`src/rtl/core/ssba_pkg.sv`:
```
// shared types, constants and helper functions of the slab slot bitmap allocator
package ssba_pkg;

  localparam int unsigned MapWords = 8;
  localparam int unsigned WordBits = 64;
  localparam int unsigned BitAw    = $clog2(WordBits);
  localparam int unsigned WordAw   = (MapWords > 1) ? $clog2(MapWords) : 1;
  localparam int unsigned WordsW   = $clog2(MapWords + 1);
  localparam int unsigned SlotW    = 9;
  localparam int unsigned CountW   = 10;
  localparam int unsigned MaxSlots = 512;
  localparam int unsigned CapSlots =
      (MaxSlots > MapWords * WordBits) ? MapWords * WordBits : MaxSlots;

  typedef logic [WordBits-1:0] word_t;
  typedef logic [WordAw-1:0]   waddr_t;
  typedef logic [WordsW-1:0]   wcount_t;
  typedef logic [CountW-1:0]   count_t;

  typedef enum logic [1:0] {
    OP_ALLOC = 2'd0,
    OP_FREE  = 2'd1,
    OP_INIT  = 2'd2,
    OP_RSVD  = 2'd3
  } op_e;

  typedef enum logic [1:0] {
    ST_OK     = 2'd0,
    ST_NONE   = 2'd1,
    ST_DOUBLE = 2'd2,
    ST_RANGE  = 2'd3
  } status_e;

  typedef enum logic [2:0] {
    S_IDLE,
    S_SCAN,
    S_ALLOC_WR,
    S_FREE_CHK,
    S_INIT_WR
  } state_e;

  // one access to the free map memory
  typedef struct packed {
    logic   rd_en;
    logic   wr_en;
    waddr_t addr;
    word_t  wdata;
  } map_req_t;

  // isolate the lowest set bit
  function automatic word_t lowest_onehot(word_t v);
    return v & (~v + word_t'(1));
  endfunction

  // bit position of a one-hot word
  function automatic logic [BitAw-1:0] onehot_pos(word_t oh);
    logic [BitAw-1:0] pos;
    pos = '0;
    for (int i = 0; i < WordBits; i++) begin
      pos = pos | (oh[i] ? BitAw'(i) : '0);
    end
    return pos;
  endfunction

  // hint modulo the number of words in use (narrow, bounded steps)
  function automatic waddr_t wrap_hint(waddr_t hint, wcount_t words);
    wcount_t r;
    r = wcount_t'(hint);
    for (int i = 0; i < MapWords; i++) begin
      if (r >= words) begin
        r = r - words;
      end
    end
    return waddr_t'(r);
  endfunction

endpackage

```
`src/rtl/core/slab_slot_bitmap_allocator.sv`:
```
// top level of the slab slot bitmap allocator: size register, sequencer and free map
//
// One command at a time: start is taken when busy is low, and each command
// gives exactly one result, shown for a single cycle with done_o in the
// first cycle after busy drops; the receiver cannot stall it, and a new
// command may be started in the cycle the result is shown. The free map sits
// in an 8-word by 64-bit memory with one registered read port, so allocate
// reads one word per cycle, checks each word while reading the next, and
// writes back the first word examined that holds a free slot, or ends with
// no slot when none of the words in use has one. An in-range free reads the
// slot's word and sets its bit unless already free; an out-of-range free or
// the unused op code 3 answers without raising busy, and init sweeps all 8
// words. slots_in_slab is written through the cfg channel while idle; send
// init afterwards.
module slab_slot_bitmap_allocator (
  input  logic       clk_i,
  input  logic       rst_ni,
  input  logic       cfg_valid_i,
  output logic       cfg_ready_o,
  input  logic [9:0] cfg_data_i,
  input  logic       start,
  output logic       busy,
  input  logic [1:0] op_i,
  input  logic [8:0] slot_index_i,
  output logic       done_o,
  output logic [1:0] status_o,
  output logic [8:0] granted_slot_o,
  output logic [9:0] free_slots_o,
  output logic       became_full_o,
  output logic       became_partial_o,
  output logic       became_empty_o
);
  import ssba_pkg::*;

  count_t   slots_q;
  count_t   eff_slots;
  map_req_t map_req;
  word_t    map_rdata;

  // slab size register
  always_ff @(posedge clk_i or negedge rst_ni) begin
    if (!rst_ni) begin
      slots_q <= count_t'(512);
    end else if (cfg_valid_i && cfg_ready_o) begin
      slots_q <= cfg_data_i;
    end
  end

  assign cfg_ready_o = ~busy;

  // clamp the size to 1..capacity
  always_comb begin
    if (slots_q == '0) begin
      eff_slots = count_t'(1);
    end else if (slots_q > count_t'(CapSlots)) begin
      eff_slots = count_t'(CapSlots);
    end else begin
      eff_slots = slots_q;
    end
  end

  ssba_ctrl u_ctrl (
    .clk_i           (clk_i),
    .rst_ni          (rst_ni),
    .start           (start),
    .busy            (busy),
    .op_i            (op_i),
    .slot_index_i    (slot_index_i),
    .eff_slots_i     (eff_slots),
    .map_req_o       (map_req),
    .map_rdata_i     (map_rdata),
    .done_o          (done_o),
    .status_o        (status_o),
    .granted_slot_o  (granted_slot_o),
    .free_slots_o    (free_slots_o),
    .became_full_o   (became_full_o),
    .became_partial_o(became_partial_o),
    .became_empty_o  (became_empty_o)
  );

  ssba_map u_map (
    .clk_i  (clk_i),
    .rst_ni (rst_ni),
    .req_i  (map_req),
    .rdata_o(map_rdata)
  );

endmodule

```
`src/rtl/core/ssba_ram.sv`:
```
// generic single-clock ram with one write port and one registered read port
module ssba_ram #(
  parameter int unsigned Width = 64,
  parameter int unsigned Depth = 8
) (
  input  logic                                   clk_i,
  input  logic                                   we_i,
  input  logic [((Depth > 1) ? $clog2(Depth) : 1)-1:0] waddr_i,
  input  logic [Width-1:0]                       wdata_i,
  input  logic                                   re_i,
  input  logic [((Depth > 1) ? $clog2(Depth) : 1)-1:0] raddr_i,
  output logic [Width-1:0]                       rdata_o
);

  logic [Width-1:0] mem_q [Depth];
  logic [Width-1:0] rdata_q;

  // write port
  always_ff @(posedge clk_i) begin
    if (we_i) begin
      mem_q[waddr_i] <= wdata_i;
    end
  end

  // registered read port
  always_ff @(posedge clk_i) begin
    if (re_i) begin
      rdata_q <= mem_q[raddr_i];
    end
  end

  assign rdata_o = rdata_q;

endmodule

```
`src/rtl/core/ssba_map.sv`:
```
// free map storage: ram plus per-word valid bits so unwritten words read as all free
module ssba_map (
  input  logic              clk_i,
  input  logic              rst_ni,
  input  ssba_pkg::map_req_t req_i,
  output ssba_pkg::word_t    rdata_o
);
  import ssba_pkg::*;

  logic [MapWords-1:0] valid_q;
  logic                rd_valid_q;
  word_t               ram_rdata;

  ssba_ram #(
    .Width(WordBits),
    .Depth(MapWords)
  ) u_ram (
    .clk_i  (clk_i),
    .we_i   (req_i.wr_en),
    .waddr_i(req_i.addr),
    .wdata_i(req_i.wdata),
    .re_i   (req_i.rd_en),
    .raddr_i(req_i.addr),
    .rdata_o(ram_rdata)
  );

  // words not yet written hold the reset value of all free
  always_ff @(posedge clk_i or negedge rst_ni) begin
    if (!rst_ni) begin
      valid_q    <= '0;
      rd_valid_q <= 1'b0;
    end else begin
      if (req_i.wr_en) begin
        valid_q[req_i.addr] <= 1'b1;
      end
      if (req_i.rd_en) begin
        rd_valid_q <= valid_q[req_i.addr];
      end
    end
  end

  assign rdata_o = rd_valid_q ? ram_rdata : '1;

endmodule

```
`src/rtl/core/ssba_ctrl.sv`:
```
// sequencer: scans, checks and rewrites free map words and keeps count and hint
module ssba_ctrl (
  input  logic                   clk_i,
  input  logic                   rst_ni,
  input  logic                   start,
  output logic                   busy,
  input  logic [1:0]             op_i,
  input  logic [8:0]             slot_index_i,
  input  ssba_pkg::count_t       eff_slots_i,
  output ssba_pkg::map_req_t     map_req_o,
  input  ssba_pkg::word_t        map_rdata_i,
  output logic                   done_o,
  output logic [1:0]             status_o,
  output logic [8:0]             granted_slot_o,
  output logic [9:0]             free_slots_o,
  output logic                   became_full_o,
  output logic                   became_partial_o,
  output logic                   became_empty_o
);
  import ssba_pkg::*;

  state_e  state_q, state_d;
  waddr_t  cur_w_q, cur_w_d;
  wcount_t iss_q, iss_d;
  logic    pend_q, pend_d;
  waddr_t  chk_w_q, chk_w_d;
  word_t   hit_word_q, hit_word_d;
  word_t   hit_oh_q, hit_oh_d;
  waddr_t  hit_w_q, hit_w_d;
  waddr_t  hint_q, hint_d;
  count_t  total_q, total_d;
  logic [SlotW-1:0] idx_q, idx_d;
  waddr_t  init_w_q, init_w_d;

  logic    done_q, done_d;
  status_e status_q, status_d;
  logic [SlotW-1:0] granted_q, granted_d;
  logic    full_q, full_d;
  logic    partial_q, partial_d;
  logic    empty_q, empty_d;

  wcount_t words;
  logic [CountW:0] words_sum;
  logic [BitAw-1:0] tail;
  word_t   tail_mask;
  word_t   init_word;
  word_t   free_mask;
  count_t  total_inc;
  count_t  total_dec;
  logic    hit;
  logic    issue;

  // words covered by the slab and the partial tail word
  assign words_sum = {1'b0, eff_slots_i} + (CountW + 1)'(WordBits - 1);
  assign words     = words_sum[BitAw +: WordsW];
  assign tail      = eff_slots_i[BitAw-1:0];
  assign tail_mask = ~({WordBits{1'b1}} << tail);

  // init value of the word being swept
  always_comb begin
    if ({1'b0, init_w_q} >= words) begin
      init_word = '0;
    end else if ((tail != '0) && ({1'b0, init_w_q} == words - wcount_t'(1))) begin
      init_word = tail_mask;
    end else begin
      init_word = '1;
    end
  end

  assign free_mask = word_t'(1) << idx_q[BitAw-1:0];
  assign total_inc = total_q + count_t'(1);
  assign total_dec = (total_q != '0) ? total_q - count_t'(1) : total_q;
  assign hit       = pend_q && (map_rdata_i != '0);
  assign issue     = (iss_q < words);

  // state and datapath registers
  always_ff @(posedge clk_i or negedge rst_ni) begin
    if (!rst_ni) begin
      state_q  <= S_IDLE;
      hint_q   <= '0;
      total_q  <= count_t'(MapWords * WordBits);
      done_q   <= 1'b0;
      pend_q   <= 1'b0;
      iss_q    <= '0;
      cur_w_q  <= '0;
      init_w_q <= '0;
    end else begin
      state_q  <= state_d;
      hint_q   <= hint_d;
      total_q  <= total_d;
      done_q   <= done_d;
      pend_q   <= pend_d;
      iss_q    <= iss_d;
      cur_w_q  <= cur_w_d;
      init_w_q <= init_w_d;
    end
  end

  // payload registers
  always_ff @(posedge clk_i) begin
    chk_w_q    <= chk_w_d;
    hit_word_q <= hit_word_d;
    hit_oh_q   <= hit_oh_d;
    hit_w_q    <= hit_w_d;
    idx_q      <= idx_d;
    status_q   <= status_d;
    granted_q  <= granted_d;
    full_q     <= full_d;
    partial_q  <= partial_d;
    empty_q    <= empty_d;
  end

  // next state and memory access
  always_comb begin
    state_d    = state_q;
    cur_w_d    = cur_w_q;
    iss_d      = iss_q;
    pend_d     = pend_q;
    chk_w_d    = chk_w_q;
    hit_word_d = hit_word_q;
    hit_oh_d   = hit_oh_q;
    hit_w_d    = hit_w_q;
    hint_d     = hint_q;
    total_d    = total_q;
    idx_d      = idx_q;
    init_w_d   = init_w_q;
    done_d     = 1'b0;
    status_d   = status_q;
    granted_d  = granted_q;
    full_d     = full_q;
    partial_d  = partial_q;
    empty_d    = empty_q;
    map_req_o  = '0;

    case (state_q)
      S_IDLE: begin
        if (start) begin
          status_d  = ST_OK;
          granted_d = '0;
          full_d    = 1'b0;
          partial_d = 1'b0;
          empty_d   = 1'b0;
          case (op_e'(op_i))
            OP_ALLOC: begin
              cur_w_d = wrap_hint(hint_q, words);
              iss_d   = '0;
              pend_d  = 1'b0;
              state_d = S_SCAN;
            end
            OP_FREE: begin
              idx_d = slot_index_i;
              if ({1'b0, slot_index_i} >= eff_slots_i) begin
                status_d = ST_RANGE;
                done_d   = 1'b1;
              end else begin
                map_req_o.rd_en = 1'b1;
                map_req_o.addr  = slot_index_i[SlotW-1:BitAw];
                state_d         = S_FREE_CHK;
              end
            end
            OP_INIT: begin
              init_w_d = '0;
              state_d  = S_INIT_WR;
            end
            default: begin
              done_d = 1'b1;
            end
          endcase
        end
      end

      // one word read per cycle, the previous word checked alongside
      S_SCAN: begin
        if (hit) begin
          hit_word_d = map_rdata_i;
          hit_oh_d   = lowest_onehot(map_rdata_i);
          hit_w_d    = chk_w_q;
          pend_d     = 1'b0;
          state_d    = S_ALLOC_WR;
        end else if (issue) begin
          map_req_o.rd_en = 1'b1;
          map_req_o.addr  = cur_w_q;
          chk_w_d         = cur_w_q;
          pend_d          = 1'b1;
          iss_d           = iss_q + wcount_t'(1);
          cur_w_d         = ({1'b0, cur_w_q} == words - wcount_t'(1)) ?
                            '0 : cur_w_q + waddr_t'(1);
        end else begin
          pend_d   = 1'b0;
          status_d = ST_NONE;
          done_d   = 1'b1;
          state_d  = S_IDLE;
        end
      end

      // clear the granted bit
      S_ALLOC_WR: begin
        map_req_o.wr_en = 1'b1;
        map_req_o.addr  = hit_w_q;
        map_req_o.wdata = hit_word_q & ~hit_oh_q;
        total_d         = total_dec;
        full_d          = (total_dec == '0);
        hint_d          = hit_w_q;
        granted_d       = {hit_w_q, onehot_pos(hit_oh_q)};
        done_d          = 1'b1;
        state_d         = S_IDLE;
      end

      // reject a double free, else set the bit
      S_FREE_CHK: begin
        if ((map_rdata_i & free_mask) != '0) begin
          status_d = ST_DOUBLE;
        end else begin
          map_req_o.wr_en = 1'b1;
          map_req_o.addr  = idx_q[SlotW-1:BitAw];
          map_req_o.wdata = map_rdata_i | free_mask;
          total_d         = total_inc;
          partial_d       = (total_inc == count_t'(1));
          empty_d         = (total_inc == eff_slots_i);
        end
        done_d  = 1'b1;
        state_d = S_IDLE;
      end

      // sweep every word of the map
      S_INIT_WR: begin
        map_req_o.wr_en = 1'b1;
        map_req_o.addr  = init_w_q;
        map_req_o.wdata = init_word;
        if (init_w_q == waddr_t'(MapWords - 1)) begin
          total_d = eff_slots_i;
          hint_d  = '0;
          done_d  = 1'b1;
          state_d = S_IDLE;
        end else begin
          init_w_d = init_w_q + waddr_t'(1);
        end
      end

      default: begin
        state_d = S_IDLE;
      end
    endcase
  end

  assign busy             = (state_q != S_IDLE);
  assign done_o           = done_q;
  assign status_o         = status_q;
  assign granted_slot_o   = granted_q;
  assign free_slots_o     = total_q;
  assign became_full_o    = full_q;
  assign became_partial_o = partial_q;
  assign became_empty_o   = empty_q;

  // map is only written by the states that modify it
  assert property (@(posedge clk_i) disable iff (!rst_ni)
    map_req_o.wr_en |-> (state_q == S_ALLOC_WR || state_q == S_FREE_CHK ||
                         state_q == S_INIT_WR))
    else $error("map written outside a write state");

  // a result is only shown once the sequencer is back in idle
  assert property (@(posedge clk_i) disable iff (!rst_ni)
    done_q |-> !busy)
    else $error("result strobe while busy");

  // a full slab is reported only with a zero count after a good allocate
  assert property (@(posedge clk_i) disable iff (!rst_ni)
    (done_q && full_q) |-> (total_q == '0 && status_q == ST_OK))
    else $error("full flag without an empty count");

  // failed items carry no slot and no flags
  assert property (@(posedge clk_i) disable iff (!rst_ni)
    (done_q && status_q != ST_OK) |->
      (granted_q == '0 && !full_q && !partial_q && !empty_q))
    else $error("failed item reports a slot or a flag");

endmodule
```
`config.mk`:
```
export PLATFORM = sky130hd
export DESIGN_NAME = slab_slot_bitmap_allocator
export DESIGN_NICKNAME = d
export VERILOG_FILES = /design/src/rtl/core/ssba_pkg.sv /design/src/rtl/core/slab_slot_bitmap_allocator.sv /design/src/rtl/core/ssba_ram.sv /design/src/rtl/core/ssba_map.sv /design/src/rtl/core/ssba_ctrl.sv
export SDC_FILE = /design/constraint.sdc
export NUM_CORES = 1
export LEC_CHECK = 0
export ABC_CLOCK_PERIOD_IN_PS = 23900
export BUFFER_PORTS_ARGS = -buffer_cell sky130_fd_sc_hd__buf_2
export CAP_MARGIN = 10
export CORE_MARGIN = 8
export CORE_UTILIZATION = 60
export DETAILED_ROUTE_END_ITERATION = 7
export GPL_TIMING_DRIVEN = 0
export PLACE_DENSITY = 0.77
export SLEW_MARGIN = 10
export SYNTH_ARGS = -nofsm -noshare
export SYNTH_HDL_FRONTEND = slang
export SYNTH_SLANG_ARGS = --single-unit
```
`constraint.sdc`:
```
create_clock -name clk_i -period 23.9 [get_ports clk_i]
set_clock_uncertainty 0.2 [all_clocks]
set_input_delay 3.585 -clock clk_i [delete_from_list [all_inputs] [get_ports clk_i]]
set_output_delay 3.585 -clock clk_i [all_outputs]
set_load 0.02 [all_outputs]
```
# Word level (Yosys, flattened, before mapping)
# Memory sizes are Yosys's and may differ from the RTL's. A register that Yosys moved wholly into a read port is not among the register bits.
# Index checks and enable logic that the tools add are counted.
# totals
n_memories	1
out_inout_bits	27
mem_bits_rw	512
ff_bits	204
# op_classes
shift	2
order_cmp	14
reduce_logical	35
n_addsub	16
bitwise_logic	72
n_eq_ne	24
n_mux	170
# memory_table
memory	words	word_bits	read_ports	rd_ports_with_merged_regs	wr	line_no	text
u_map.u_ram.mem_q	8	64	1	1	1	ssba_ram.sv:15	logic [Width-1:0] mem_q [Depth];
# op_table
cell	count
$or A6 B6 Y6	62
$and A64 B64 Y64	3
$mux W6	32
$mux W64	3
$not A64 Y64	3
$pmux W64 S3	1
$mux W4	40
$reduce_bool A64 Y1	2
$mux W5	16
$mux W3	23
$mux W68	1
$add A64 B1 Y64 const B	1
$or A64 B64 Y64	1
$shl A1 B6 Y64 const A	1
$shl A64 B6 Y64 const A	1
$mux W10	5
$pmux W10 S3	1
$ge A4 B4 Y1	7
$sub A4 B4 Y4	6
$logic_not A10 Y1	2
$mux W1	20
$pmux W3 S2	3
$pmux W3 S3	2
$pmux W9 S2	1
50 further kinds	96

# Logic depth before layout (Yosys ltp)
# logic_depth
depth_word	64
depth_mapped	69
depth_no_buf	67

# Hierarchy
# A second synthesis with hierarchy kept.
# hier_totals
hier_cells	2340
hier_area_um2	35576.6
# modules_own_cells
mod	cells_each	seq_area_each_um2	n_inst	area_per_inst_um2
ssba_ram	816	17296.6	1	21187.8
ssba_ctrl	1387	5356.4	1	13052.5
ssba_map	100	225.2	1	834.6
slab_slot_bitmap_allocator	37	251.5	1	501.7

# Worst setup path after synthesis
# No wires, ideal clock.
# synth_path
path_type	flip-flop to flip-flop
startpoint	reg slots_q[0]
endpoint	reg u_ctrl.cur_w_q[1]
required_ns	23.557
synth_period_minus_slack_ns	13.428
stages_incl_launch_ff	64
slack_ns	10.472
path_buffers	2
arrival_time_ns	13.085
cell_sequence	dfrtp_1 -> or4_1 -> o221ai_1 -> xor2_1 -> nor2_1 -> xnor2_1 -> ha_1 -> or3_1 -> a21oi_1 -> a311oi_1 -> nand2_1 -> mux2i_1 -> inv_1 -> ha_1 -> a21bo_2 -> a21o_1 -> a21oi_1 -> nor2b_1 -> [... 28 more ...] -> mux2_2 -> ha_1 -> fa_1 -> nand2_1 -> a21o_1 -> a21oi_1 -> o211ai_1 -> o21ai_0 -> nand2_1 -> ha_1 -> inv_1 -> fa_1 -> a21o_1 -> a21o_1 -> a21oi_1 -> o22ai_1 -> a222oi_1 -> o21ai_0
# synth_via
elab_chain_len	44
word_cells_on_any_way	61
classes_between	10 x add/sub; 10 x order compare; 2 x eq/ne; 37 x mux; 2 x reduce/logical
# synth_lines
item	line_no	text
start, declared	slab_slot_bitmap_allocator.sv:35	count_t slots_q;
start signal, assigned	slab_slot_bitmap_allocator.sv:43	slots_q <= count_t'(512);
start signal, assigned	slab_slot_bitmap_allocator.sv:45	slots_q <= cfg_data_i;
$gt A10 B10 Y1	slab_slot_bitmap_allocator.sv:55	end else if (slots_q > count_t'(CapSlots)) begin
$mux W10	slab_slot_bitmap_allocator.sv:55	
$mux W10 *	slab_slot_bitmap_allocator.sv:53	if (slots_q == '0) begin
$add A10 B6 Y10 *	ssba_ctrl.sv:54	assign words_sum = {1'b0, eff_slots_i} + (CountW + 1)'(WordBits - 1);
$sub A3 B4 Y4 or $ge A3 B4 Y1 (tied branches)	ssba_pkg.sv:71, ssba_pkg.sv:70	
$mux W4	ssba_pkg.sv:70	if (r >= words) begin
$mux W4	ssba_ctrl.sv:143	case (op_e'(op_i))
$mux W4	ssba_ctrl.sv:137	if (start) begin
[... 28 more ...]	n/a	
$mux W4	ssba_ctrl.sv:143	
$mux W4	ssba_ctrl.sv:137	
$mux W4	ssba_ctrl.sv:135	case (state_q)
$ge A4 B4 Y1 or $sub A3 B3 Y3 (tied branches)	ssba_pkg.sv:70, ssba_pkg.sv:71	
$mux W3	ssba_pkg.sv:70	
$mux W3	ssba_ctrl.sv:143	
$mux W3	ssba_ctrl.sv:137	
$pmux W3 S2	ssba_ctrl.sv:135	
end signal, assigned	ssba_ctrl.sv:94	cur_w_q <= cur_w_d;
end, declared	ssba_ctrl.sv:23	waddr_t cur_w_q, cur_w_d;
# Mark *: on every way between the ends. The rest lies on a longest branch, timed or not. The select of a mux whose other input is x is not followed.
# A chain may end at the register's enable or synchronous reset.

# Final worst setup path
# Same ends and word-level chain as after synthesis.

==> metrics.md <==
| Metric | Value |
|---|---|
| Starting Density | `0.6023` |
| Post-synth EDFFs | `731` |
| Root buffer cell | `clkbuf_16` |
| Finished Layout Cells | `about 4000` |
| Hold Crit Class | `register to register` |
| TritonCTS Buffers | `80` |
| Area Growth Syn to Fin | `12.72%` |
| Hold EP | `u_ctrl.hit_w_q[0]` |
| Vias | `27310` |
| RSZ-0062 raised after global routing | `false` |
| Maximum net fanout on the critical path | `10` |
| Syn_nets | `3004` |
| Critical Path RT | `24.17 ns` |
| Count of cell types in the netlist | `92` |
| Crit-path leading delay family | `compound AO/OA/AOI/OAI gates` |
| Htree depth | `3` |
| Highest Clock Rate | `62.39 MHz` |
| Hold Path Depth | `0` |
| Die height | `261.5 um` |
| Post-Syn Area per Cell | `~12 um2` |
| Worst hold start | `u_ctrl.chk_w_q[0]` |
| Clk Latency, worst-skew pair | `0.64 ns` |
| Max_slew headroom | `0.08369` |
| Core area | `60020 um2` |
| Slew Limit Fails | `0` |
| Worst Setup End Kind | `register` |
| DRT Pass-1 Iters | `8` |
| Sequential cell area fraction in the yosys report | `0.6398` |
| CP max-delay cell | `nor2_2` |
| Drt via density | `slightly below 7` |
| Terminus of the critical flop-to-flop path | `u_ctrl.cur_w_q[1]` |
| Setup violations, final | `0` |
| Layout cell share with drive strength beyond 1 | `0.1085` |
| Global-route wire length before repair | `178400 um` |
| Die area | `68360 um2` |
| Max-cap violations | `0` |
| Total gr overflow | `0` |
| Post-CTS Resized | `0` |
| Starting DRT DRC Count | `4266` |
| DP Cell Count | `3790` |
| Standard-cell rows | `90` |
| R2R Setup Slk | `about 7.9 ns` |
| Clk sinks | `778` |
| Final period utilization | `0.6706` |
| Status | `finished clean` |
| Post-Syn Area | `36150 um2` |
| Drt total wl | `125400 um` |
| Tot GR Track Use | `0.3630` |
| Deepest clock path buffer count | `3` |
| Async set-reset flop share out of synthesis | `0.06041` |
| Boundary Pins | `52` |
| Crit Path Category | `register to register` |
| Worst R2R Path Depth | `63` |
| Clock transition at path regs | `0.06 ns` |
| R2R Path Start | `slots_q[0]` |
| ANT nets after route | `0` |
| Post-CTS setup buffer count | `0` |
| Vias in the first global route | `~26000` |
| Synth Register Bits | `slightly below 800` |
| Count of final hold-check violations | `0` |
| CTS tree | `yes` |
| Hold-fix buffers, CTS | `0` |
| Yosys Warn Count | `0` |
| Ys flop type | `edfxtp_1` |
| Crit-path max cell delay | `0.73 ns` |
| Sum of buffers and inverters on the critical path | `5` |
| Worst EP arrival | `16.30 ns` |
| Routability cong. | `around 1.1` |
| Crit path time final | `around 16 ns` |
| Antenna violations before repair | `4` |
| Fillers | `roughly 4200` |
| Most frequent cells in the layout | `edfxtp_1, nand2_1, a21oi_1` |
| Startpoint types | `register` |
| Worst-margin pin slew | `1.374 ns` |
| Input/output buffers | `51` |
| Most common cell after layout, fill and taps aside | `edfxtp_1` |
| Residual DRC | `0` |
| Post-synthesis instance total | `between 2000 and 3000` |
| Setup TNS | `0 ns` |
| DP HPWL | `90170 um` |
| Largest net degree at the start of global routing | `54` |
| DR WL/cell | `31.83 um` |
| Die Width | `261.5 um` |
| Nets | `3175` |
[metrics by stage]
| step | worst slack (ns) | instance area, um2 | utilization | hold slack (ns) |
|---|---|---|---|---|
| 2_1_floorplan | 10.47 | 36150 | - | 0.2003 |
| 3_3_place_gp | 8.412 | 37380 | 0.6229 | 0.2059 |
| 3_5_place_dp | 8.233 | 38200 | 0.6365 | 0.2045 |
| 4_1_cts | 8.146 | 40720 | 0.6784 | 0.2054 |
| 5_1_grt | 6.691 | 40740 | 0.6787 | 0.2118 |
| 6_report | 7.873 | 40750 | 0.6789 | 0.2153 |
[how the worst max path moves through the flow]
stage	startpoint	slack, ns	cells after the start	to
after floorplan	slots_q[0]	10.47	63	u_ctrl.cur_w_q[1]
after global placement	slots_q[0]	8.41	62	u_ctrl.cur_w_q[1]
after detailed placement	slots_q[0]	8.23	62	u_ctrl.cur_w_q[1]
after CTS	slots_q[0]	8.15	63	u_ctrl.cur_w_q[1]
after global routing	slots_q[0]	6.69	63	u_ctrl.cur_w_q[1]
final	slots_q[0]	7.87	63	u_ctrl.cur_w_q[1]
[state kept, by name (all words and copies together), names as in the netlist, 8 cells and up]
name and count:
u_map.u_ram.mem_q 512, u_map.u_ram.rdata_o 64, u_ctrl.hit_oh_q 63, u_ctrl.hit_word_q 63, slots_q 10, u_ctrl.free_slots_o 10, u_ctrl.granted_slot_o 9, u_ctrl.idx_q 9
u_map.valid_q 8
[metal layers]
metal	GRT usage	vias up	share of wire
li1	-	11330	-
met1	0.4698	13400	0.36
met2	0.5594	2124	0.45
met3	0.09816	457	0.14
met4	0.1927	0	0.061
met5	0	-	0
[worst reg2reg max path, delay by kind of cell, from the launching register on]
family                     cells  cell delay (ns)
xor gates and xnor gates       2             0.48
muxes                          2             0.61
AOI/OAI and AO/OA             27             7.39
and+or+nand+nor               15             2.60
adders and majority gates     12             3.22
DFF                            1             0.55
buffers and inverters          5             0.84
[cell type report]
cell class / instances / area (um2) / share of cell area
Timing Repair Buffer: 89 / 980.9 / 0.02407
Clock buffer: 116 / 2250 / 0.05521
Clock inverter: 27 / 266.5 / 0.006540
Buffer: 156 / 842.1 / 0.02067
Sequential cell: 778 / 23130 / 0.5676
Tap cell: 782 / 978.4 / 0.02401
Multi-Input combinational cell: 1880 / 11890 / 0.2918
Antenna cell: 4 / 10.01 / 0.0002456
Inverter: 107 / 401.6 / 0.009857
[synthesized netlist by cell type (11+ instances only)]
cell type | count | area [um2]
nor2_1 | 109 | 409.1
a31oi_1 | 31 | 193.9
nand3b_1 | 39 | 292.8
dfrtp_1 | 45 | 1126
nor3_1 | 54 | 270.3
a21o_1 | 30 | 225.2
o22ai_1 | 12 | 75.07
o221ai_1 | 19 | 166.4
clkbuf_1 | 78 | 292.8
edfxtp_1 | 731 | 21950
inv_1 | 106 | 397.9
o21ai_0 | 81 | 405.4
nand2b_1 | 51 | 319.1
ha_1 | 51 | 638.1
and3_1 | 18 | 112.6
mux2i_1 | 139 | 1391
and2_1 | 11 | 68.82
buf_2 | 28 | 140.1
nand3_1 | 49 | 245.2
a311o_1 | 63 | 630.6
xnor2_1 | 33 | 289.0
mux2_2 | 15 | 168.9
a21oi_1 | 221 | 1106
nand4_1 | 16 | 100.1
buf_6 | 15 | 168.9
nand2_1 | 491 | 1843
buf_4 | 29 | 217.7
nor4_1 | 53 | 331.6
or3_1 | 16 | 100.1
nor3b_1 | 27 | 202.7
nor2b_1 | 43 | 269.0
o211ai_1 | 17 | 127.6
or2_2 | 15 | 93.84
[cell families after synthesis]
kind of cell / count (synthesis) / share of synthesized area
adder cells (fa/ha/maj): 59 / 0.02184
XOR/XNOR: 43 / 0.01042
AND/OR/NAND/NOR: 1052 / 0.1445
buffers and inverters: 263 / 0.03440
flip-flops: 778 / 0.6398
AO/OA/AOI/OAI: 571 / 0.1052
multiplexers: 155 / 0.04378
Power is left out: the tool's default activity adds up to more than one toggle a clock period on the data nets, which glitch-free logic cannot reach.
